### config.mk
export PLATFORM = sky130hd
export DESIGN_NAME = six_channel_windowed_rms
export DESIGN_NICKNAME = d
export VERILOG_FILES = /design/src/rtl/scwrms_pkg.sv /design/src/rtl/six_channel_windowed_rms.sv
export SDC_FILE = /design/constraint.sdc
export NUM_CORES = 2
export LEC_CHECK = 0
export BUFFER_PORTS_ARGS = -buffer_cell sky130_fd_sc_hd__buf_2
export CAP_MARGIN = 30
export CORE_ASPECT_RATIO = 1.1
export CORE_MARGIN = 1
export CORE_UTILIZATION = 60
export DETAILED_ROUTE_END_ITERATION = 12
export PLACE_DENSITY_LB_ADDON = 0.08
export SYNTH_ARGS = -nofsm -noshare
export SYNTH_HDL_FRONTEND = slang
export SYNTH_SLANG_ARGS = --single-unit
### constraint.sdc
create_clock -name clk -period 13.8 [get_ports clk]
set_clock_uncertainty 0.1 [all_clocks]
set_input_delay 4.14 -clock clk [delete_from_list [all_inputs] [get_ports clk]]
set_output_delay 4.14 -clock clk [all_outputs]
set_load 0.02 [all_outputs]
### src/rtl/scwrms_pkg.sv
// shared constants for the six channel windowed rms meter
`timescale 1ns / 1ps
`default_nettype none

package scwrms_pkg;

  localparam int CHANNELS      = 6;
  localparam int SAMPLE_W      = 16;
  localparam int SQUARE_W      = 2 * SAMPLE_W;
  localparam int RMS_W         = 15;
  localparam int FRAME_W       = 32;
  localparam int WLEN_W        = 8;
  localparam int SCALE_W       = 16;
  localparam int CFG_DATA_W    = 16;
  localparam int CFG_IDX_W     = 1;
  localparam int SUM_WIDTH_DEF = 38;
  localparam int MEAN_FRAC     = 8;
  localparam int SCALE_SHIFT   = 20;

  localparam logic [CFG_IDX_W-1:0] REG_WINDOW_LENGTH = 1'd0;
  localparam logic [CFG_IDX_W-1:0] REG_SCALE_Q16     = 1'd1;

  localparam logic [WLEN_W-1:0]  WLEN_RESET  = 8'd39;
  localparam logic [SCALE_W-1:0] SCALE_RESET = 16'd39976;
  localparam logic [RMS_W-1:0]   RMS_MAX     = 15'h7fff;

endpackage

`default_nettype wire

### src/rtl/six_channel_windowed_rms.sv
// six channel windowed rms meter: accumulators in a small ram, shared divide, root, scale
//
// usage
//   input channel: one beat is a frame of six signed 16-bit samples (in_sample_0..5),
//   taken when in_valid is high and in_stall is low. result channel: one beat carries
//   the running frame total and six scaled rms values, offered on out_valid and taken
//   when out_stall is low. the user writes window length and scale through cfg_we,
//   cfg_index and cfg_wdata only while the block is idle; the block does not enforce it.
// timing
//   frames are handled one at a time. the sums live in a one-port ram with a registered
//   read, so each channel takes a read state and a write state: a frame that does not
//   close the window keeps in_stall high until the last channel has been written back.
//   a closing frame runs, per channel, the read/write pair, a restoring divide by the
//   window length, a bit-pair square root, a multiply step and a saturate step, then
//   waits in ST_OUT_WAIT until the result register can be loaded.
// reset and stall
//   reset clears the sums (through per-entry valid bits), window position and frame
//   total and restores the register defaults. a stalled result holds in the output
//   register; further frames are still accumulated, and only the next closing frame
//   waits until the held result has been taken.
`timescale 1ns / 1ps
`default_nettype none

module six_channel_windowed_rms #(
  parameter int SUM_WIDTH = scwrms_pkg::SUM_WIDTH_DEF
) (
  input  wire                                   clk,
  input  wire                                   rst_n,
  // configuration
  input  wire                                   cfg_we,
  input  wire  [scwrms_pkg::CFG_IDX_W-1:0]      cfg_index,
  input  wire  [scwrms_pkg::CFG_DATA_W-1:0]     cfg_wdata,
  // input frames
  input  wire                                   in_valid,
  output logic                                  in_stall,
  input  wire  signed [scwrms_pkg::SAMPLE_W-1:0] in_sample_0,
  input  wire  signed [scwrms_pkg::SAMPLE_W-1:0] in_sample_1,
  input  wire  signed [scwrms_pkg::SAMPLE_W-1:0] in_sample_2,
  input  wire  signed [scwrms_pkg::SAMPLE_W-1:0] in_sample_3,
  input  wire  signed [scwrms_pkg::SAMPLE_W-1:0] in_sample_4,
  input  wire  signed [scwrms_pkg::SAMPLE_W-1:0] in_sample_5,
  // results
  output logic                                  out_valid,
  input  wire                                   out_stall,
  output logic [scwrms_pkg::FRAME_W-1:0]        out_frame_count,
  output logic [scwrms_pkg::RMS_W-1:0]          out_rms_0,
  output logic [scwrms_pkg::RMS_W-1:0]          out_rms_1,
  output logic [scwrms_pkg::RMS_W-1:0]          out_rms_2,
  output logic [scwrms_pkg::RMS_W-1:0]          out_rms_3,
  output logic [scwrms_pkg::RMS_W-1:0]          out_rms_4,
  output logic [scwrms_pkg::RMS_W-1:0]          out_rms_5
);

  localparam int CH_N    = scwrms_pkg::CHANNELS;
  localparam int CH_W    = $clog2(CH_N);
  localparam int SMP_W   = scwrms_pkg::SAMPLE_W;
  localparam int SQ_W    = scwrms_pkg::SQUARE_W;
  localparam int RMS_W   = scwrms_pkg::RMS_W;
  localparam int WLEN_W  = scwrms_pkg::WLEN_W;
  localparam int SCALE_W = scwrms_pkg::SCALE_W;
  localparam int FRAME_W = scwrms_pkg::FRAME_W;
  // dividend is the sum with 8 fraction bits appended
  localparam int DW      = SUM_WIDTH + scwrms_pkg::MEAN_FRAC;
  // root width and padded radicand width
  localparam int RW      = (DW + 1) / 2;
  localparam int VW      = 2 * RW;
  localparam int PROD_W  = RW + SCALE_W;
  localparam int HI_W    = PROD_W - scwrms_pkg::SCALE_SHIFT;
  localparam int STEP_W  = $clog2(DW);

  // sequencer codes
  localparam logic [2:0] ST_IDLE     = 3'd0;
  localparam logic [2:0] ST_ACC_RD   = 3'd1;
  localparam logic [2:0] ST_ACC_WR   = 3'd2;
  localparam logic [2:0] ST_DIV      = 3'd3;
  localparam logic [2:0] ST_SQRT     = 3'd4;
  localparam logic [2:0] ST_MUL      = 3'd5;
  localparam logic [2:0] ST_SAT      = 3'd6;
  localparam logic [2:0] ST_OUT_WAIT = 3'd7;

  // control state
  logic [2:0]          state_r;
  logic [CH_W-1:0]     ch_r;
  logic [STEP_W-1:0]   step_r;
  logic [WLEN_W-1:0]   wpos_r;
  logic [FRAME_W-1:0]  total_r;
  logic                close_r;
  logic [CH_N-1:0]     vld_r;
  logic                out_valid_r;
  logic [WLEN_W-1:0]   wlen_r;
  logic [SCALE_W-1:0]  scale_r;

  // accumulator ram
  logic [SUM_WIDTH-1:0] sum_mem [CH_N];
  logic [SUM_WIDTH-1:0] rd_data_r;
  logic                 rd_vld_r;
  logic                 mem_we;
  logic [SUM_WIDTH-1:0] mem_wdata;

  // datapath
  logic [SMP_W-1:0]     sample_r [CH_N];
  logic [SMP_W-1:0]     in_sample [CH_N];
  logic [SMP_W-1:0]     cur_sample;
  logic [SMP_W-1:0]     mag;
  logic [SQ_W-1:0]      sq_r;
  logic [SUM_WIDTH-1:0] new_sum;
  logic [WLEN_W-1:0]    len_eff;
  logic [WLEN_W-1:0]    len_r;
  logic                 close_nxt;

  logic [DW-1:0]        q_r;
  logic [DW-1:0]        q_nxt;
  logic [WLEN_W-1:0]    drem_r;
  logic [WLEN_W-1:0]    drem_nxt;
  logic [WLEN_W:0]      drem_sh;

  logic [VW-1:0]        v_r;
  logic [RW:0]          srem_r;
  logic [RW:0]          srem_nxt;
  logic [RW+2:0]        srem_sh;
  logic [RW+2:0]        trial;
  logic [RW-1:0]        root_r;
  logic [RW-1:0]        root_nxt;

  logic [PROD_W-1:0]    prod_r;
  logic [HI_W-1:0]      prod_hi;
  logic [RMS_W-1:0]     rms_sat;
  logic [RMS_W-1:0]     res_r [CH_N];

  logic [FRAME_W-1:0]   out_frame_r;
  logic [RMS_W-1:0]     out_rms_r [CH_N];

  logic                 in_acc;
  logic                 last_ch;
  logic                 out_load;

  assign in_sample[0] = in_sample_0;
  assign in_sample[1] = in_sample_1;
  assign in_sample[2] = in_sample_2;
  assign in_sample[3] = in_sample_3;
  assign in_sample[4] = in_sample_4;
  assign in_sample[5] = in_sample_5;

  assign in_stall = (state_r != ST_IDLE);
  assign in_acc   = in_valid && !in_stall;
  assign last_ch  = (ch_r == CH_W'(CH_N - 1));
  assign out_load = (state_r == ST_OUT_WAIT) && (!out_valid_r || !out_stall);

  // a zero window length acts as one
  assign len_eff   = (wlen_r == '0) ? WLEN_W'(1) : wlen_r;
  assign close_nxt = ({1'b0, wpos_r} + (WLEN_W + 1)'(1)) >= {1'b0, len_eff};

  // magnitude of the selected sample; the most negative code maps to 0x8000
  assign cur_sample = sample_r[ch_r];
  assign mag        = cur_sample[SMP_W-1] ? (~cur_sample + SMP_W'(1)) : cur_sample;

  // sum read back from the ram, entries never written read as zero
  assign new_sum = (rd_vld_r ? rd_data_r : '0) + SUM_WIDTH'(sq_r);

  // a closing frame hands its sum to the divider and clears the entry
  assign mem_we    = (state_r == ST_ACC_WR);
  assign mem_wdata = close_r ? '0 : new_sum;

  // restoring divide step, one quotient bit per cycle
  always_comb begin
    drem_sh = {drem_r, q_r[DW-1]};
    if (drem_sh >= {1'b0, len_r}) begin
      drem_nxt = WLEN_W'(drem_sh - {1'b0, len_r});
      q_nxt    = {q_r[DW-2:0], 1'b1};
    end else begin
      drem_nxt = drem_sh[WLEN_W-1:0];
      q_nxt    = {q_r[DW-2:0], 1'b0};
    end
  end

  // square root step, one root bit per cycle from two radicand bits
  always_comb begin
    srem_sh = {srem_r, v_r[VW-1:VW-2]};
    trial   = {1'b0, root_r, 2'b01};
    if (srem_sh >= trial) begin
      srem_nxt = (RW + 1)'(srem_sh - trial);
      root_nxt = {root_r[RW-2:0], 1'b1};
    end else begin
      srem_nxt = srem_sh[RW:0];
      root_nxt = {root_r[RW-2:0], 1'b0};
    end
  end

  // drop the scale fraction and clip to the result range
  assign prod_hi = prod_r[PROD_W-1:scwrms_pkg::SCALE_SHIFT];
  assign rms_sat = (prod_hi > HI_W'(scwrms_pkg::RMS_MAX)) ? scwrms_pkg::RMS_MAX
                                                           : prod_hi[RMS_W-1:0];

  // accumulator ram, registered read
  always_ff @(posedge clk) begin
    if (mem_we) begin
      sum_mem[ch_r] <= mem_wdata;
    end
    rd_data_r <= sum_mem[ch_r];
  end

  // configuration registers
  always_ff @(posedge clk) begin
    if (!rst_n) begin
      wlen_r  <= scwrms_pkg::WLEN_RESET;
      scale_r <= scwrms_pkg::SCALE_RESET;
    end else if (cfg_we) begin
      unique case (cfg_index)
        scwrms_pkg::REG_WINDOW_LENGTH: wlen_r  <= cfg_wdata[WLEN_W-1:0];
        scwrms_pkg::REG_SCALE_Q16:     scale_r <= cfg_wdata[SCALE_W-1:0];
      endcase
    end
  end

  // sequencer and counters
  always_ff @(posedge clk) begin
    if (!rst_n) begin
      state_r     <= ST_IDLE;
      ch_r        <= '0;
      step_r      <= '0;
      wpos_r      <= '0;
      total_r     <= '0;
      close_r     <= 1'b0;
      vld_r       <= '0;
      rd_vld_r    <= 1'b0;
      out_valid_r <= 1'b0;
    end else begin
      rd_vld_r <= vld_r[ch_r];
      if (mem_we) begin
        vld_r[ch_r] <= 1'b1;
      end
      if (out_load) begin
        out_valid_r <= 1'b1;
      end else if (!out_stall) begin
        out_valid_r <= 1'b0;
      end
      unique case (state_r)
        ST_IDLE: begin
          if (in_acc) begin
            total_r <= total_r + FRAME_W'(1);
            close_r <= close_nxt;
            wpos_r  <= close_nxt ? '0 : wpos_r + WLEN_W'(1);
            ch_r    <= '0;
            state_r <= ST_ACC_RD;
          end
        end
        ST_ACC_RD: begin
          state_r <= ST_ACC_WR;
        end
        ST_ACC_WR: begin
          if (close_r) begin
            step_r  <= STEP_W'(DW - 1);
            state_r <= ST_DIV;
          end else if (last_ch) begin
            state_r <= ST_IDLE;
          end else begin
            ch_r    <= ch_r + CH_W'(1);
            state_r <= ST_ACC_RD;
          end
        end
        ST_DIV: begin
          if (step_r == '0) begin
            step_r  <= STEP_W'(RW - 1);
            state_r <= ST_SQRT;
          end else begin
            step_r <= step_r - STEP_W'(1);
          end
        end
        ST_SQRT: begin
          if (step_r == '0) begin
            state_r <= ST_MUL;
          end else begin
            step_r <= step_r - STEP_W'(1);
          end
        end
        ST_MUL: begin
          state_r <= ST_SAT;
        end
        ST_SAT: begin
          if (last_ch) begin
            state_r <= ST_OUT_WAIT;
          end else begin
            ch_r    <= ch_r + CH_W'(1);
            state_r <= ST_ACC_RD;
          end
        end
        ST_OUT_WAIT: begin
          if (out_load) begin
            state_r <= ST_IDLE;
          end
        end
      endcase
    end
  end

  // datapath registers
  always_ff @(posedge clk) begin
    if (in_acc) begin
      for (int i = 0; i < CH_N; i++) begin
        sample_r[i] <= in_sample[i];
      end
      len_r <= len_eff;
    end
    if (state_r == ST_ACC_RD) begin
      sq_r <= SQ_W'(mag) * SQ_W'(mag);
    end
    if (state_r == ST_ACC_WR) begin
      q_r    <= {new_sum, {scwrms_pkg::MEAN_FRAC{1'b0}}};
      drem_r <= '0;
    end
    if (state_r == ST_DIV) begin
      q_r    <= q_nxt;
      drem_r <= drem_nxt;
      if (step_r == '0) begin
        v_r    <= VW'(q_nxt);
        srem_r <= '0;
        root_r <= '0;
      end
    end
    if (state_r == ST_SQRT) begin
      v_r    <= {v_r[VW-3:0], 2'b00};
      srem_r <= srem_nxt;
      root_r <= root_nxt;
    end
    if (state_r == ST_MUL) begin
      prod_r <= PROD_W'(root_r) * PROD_W'(scale_r);
    end
    if (state_r == ST_SAT) begin
      res_r[ch_r] <= rms_sat;
    end
    if (out_load) begin
      out_frame_r <= total_r;
      for (int i = 0; i < CH_N; i++) begin
        out_rms_r[i] <= res_r[i];
      end
    end
  end

  assign out_valid       = out_valid_r;
  assign out_frame_count = out_frame_r;
  assign out_rms_0       = out_rms_r[0];
  assign out_rms_1       = out_rms_r[1];
  assign out_rms_2       = out_rms_r[2];
  assign out_rms_3       = out_rms_r[3];
  assign out_rms_4       = out_rms_r[4];
  assign out_rms_5       = out_rms_r[5];

  // a new result only appears after the sequencer has finished all channels
  a_out_from_wait: assert property (@(posedge clk) disable iff (!rst_n)
    $rose(out_valid_r) |-> $past(state_r) == ST_OUT_WAIT)
    else $error("result raised outside the result load");

  // the result carries the frame total of the closing frame
  a_out_frame: assert property (@(posedge clk) disable iff (!rst_n)
    $rose(out_valid_r) |-> out_frame_r == total_r)
    else $error("result frame count differs from the running total");

  // divider remainder stays below the latched window length
  a_div_rem: assert property (@(posedge clk) disable iff (!rst_n)
    state_r == ST_DIV |-> drem_r < len_r)
    else $error("divider remainder out of range");

  // ram accesses stay inside the channel range
  a_ram_addr: assert property (@(posedge clk) disable iff (!rst_n)
    mem_we |-> ch_r < CH_W'(CH_N) || CH_N == (1 << CH_W))
    else $error("accumulator write beyond the last channel");

endmodule

`default_nettype wire
==> impl_metrics.ini <==
[run_status]
status = complete, no violations

[finish]
layout-drive-gt1-share_pct = 12.3
syn_to_final_growth_pct = 10.3
final_core_util_pct = 66.9
final_area_um2 = 58700
fin_nets = 5557

[routing]
drc_errors = 0
dr_total_vias = 33500
wl_per_cell_um = 20.1
drtIter0Drc = 2245
detail-route-antenna-nets = 0
wl_um = 119000
viasPerCell = 5.65
first_pass_iters = 7

[grt]
grt_pass1_vias = 34200
grt_max_degree = 79
grt_pass1_wl_um = 188000
globalRouteOverflowTotal = 0
antenna_found_initial = 4
grtUsageTotal_pct = 27.2

[place]
port_buffers = 241
postPlaceCellArea_um2 = 55800
dp_hpwl_um = 85400
gp_congestion = 0.879

[clock_network]
insertion_delay_ps = 660
clk_path_buf_depth = 3
hold_buffers = 0
clockRootBuffer = clkbuf_16
tritoncts = built
ctsResizeCount = 0
cts.sink_count = 867
path_clk_slew_ps = 60
h-tree-depth = 3
numCtsBuffers = 87
cts_setup_buffers = 0

[timing]
finalSetupTns_ps = 0
hold_slack_ps = 310
worstMarginPinSlew_ps = 1140
max_slew_margin_pct = 23.7
hold_viol_final = 0
slew_viol_final = 0
fmax_ghz = 0.102
min_period_ps = 9800
period_share_pct = 71.0
rsz0062_at_grt = no
setup_violations = 0

[setup_path]
crit_family = adder cells
crit_buf_inv = 5
end_kind = flip-flop
worstSetupPathType = reg2reg
crit_top_cell = fa_1
required_ps = 14090
r2r_setup_slack_ps = 4000
critPathArrivalTime_ps = 10090
max_stage_delay_ps = 900
worstSetupStartpointType = flip-flop
cpMaxStageDelayCell = dfxtp_2
critPathMaxFanout = 33

[synthesis]
synth-edff-count = 739
syn-instance-count = 4488
synth_common_cells = edfxtp_1, inv_1, nand2_1
synth.most_common_cell = edfxtp_1
ys_types = 89
syn_area_per_cell_um2 = 11.9
synth_top_area_share_pct = 41.7
synth_top_cell_by_area = edfxtp_1
synthFlopType = edfxtp_1
synth_warnings = 0
ys_ff_latch = 867
yosysSeqAreaShare_pct = 46.5
syn_area_um2 = 53300
yosys-top-cells-area = edfxtp_1, fa_1, ha_1
synthArstFlopShare_pct = 0

[floorplanning]
die_h_um = 315
boundaryPins = 242
rows = 114
core_um2 = 87900
start_util_pct = 60.6
die_width_um = 286
dieArea_um2 = 90000

[run]
max-cap-violations = 0

[min_path]
hold_path.class = reg2reg
routing by layer:
layer	part of all wire [%]	vias up	global-route usage, %
li1	-	15600	-
met1	42	16700	37.3
met2	49	1066	45.0
met3	6.2	227	4.02
met4	2.8	0	8.37
met5	0	-	0
final timing paths:
kind	endpoint	start	cells after the start
worst max-delay path	sq_r[30]$_DFFE_PP_	flip-flop	29
worst min-delay path	out_rms_r[4][14]$_DFFE_PP_	res_r[4][14]$_DFFE_PP_	0
worst max register to register	sq_r[30]$_DFFE_PP_	flip-flop	29
worst min register to register	out_rms_r[4][14]$_DFFE_PP_	res_r[4][14]$_DFFE_PP_	0
per-stage QoR:
stage,worst slack (ps),cells
after global placement,4070,5763
final,4000,5931
after detailed placement,3820,5766
after CTS,3810,5926
after global routing,3370,5931
after floorplan,2870,4497
worst register-to-register path, delay by kind of cell, from the launching register on:
| kind | cells | cell delay (ps) |
|---|---|---|
| XOR/XNOR | 2 | 1040 |
| AND/OR/NAND/NOR | 6 | 920 |
| AO/OA/AOI/OAI | 7 | 1810 |
| buffers and inverters | 5 | 650 |
| multiplexers | 1 | 630 |
| flip-flops | 1 | 900 |
| adder cells (fa/ha/maj) | 8 | 3500 |
registers in the layout, summed over array words and instances (netlist names), 8 cells and up, named ones only:
signal           count
len_r                8
drem_r               8
wlen_r               8
sample_r            96
scale_r             16
sum_mem            228
res_r               90
total_r             32
srem_r              24
out_frame_count     32
v_r                 46
sq_r                31
rd_data_r           38
prod_r              19
out_rms_r           90
root_r              23
q_r                 46
wpos_r               8
final cells by class:
class | instances | area [µm²]
Fill cell | 6653 | 29100
Multi-Input combinational cell | 2843 | 25700
Sequential cell | 867 | 24800
Clock buffer | 119 | 2410
Inverter | 598 | 2250
Timing Repair Buffer | 302 | 1720
Tap cell | 1160 | 1450
Clock inverter | 41 | 464
Antenna cell | 1 | 2.50
cell usage in the layout (no fill, tap or decap), drive strengths merged, types with 62 or more instances in the layout:
master  synthesis  layout
edfxtp        739     739
xnor2         106     106
fa            457     457
clkbuf        164     120
dfxtp         128     128
inv           595     601
ha            283     283
o21ai         115     115
nand2         515     515
buf            25     301
a21o           65      65
and2          188     188
a21oi         132     132
mux2           62      62
nor2          264     264
kinds of logic after synthesis:
family	share of synthesized area [%]
muxes	3.33
xor gates and xnor gates	2.71
buffers and inverters	5.60
and+or+nand+nor	10.4
AOI/OAI and AO/OA	7.65
other	0.0141
DFF	46.5
adders and majority gates	23.8
Power is not shown: default switching activity piles up to over one toggle a cycle in this logic, so the estimate is an artifact.
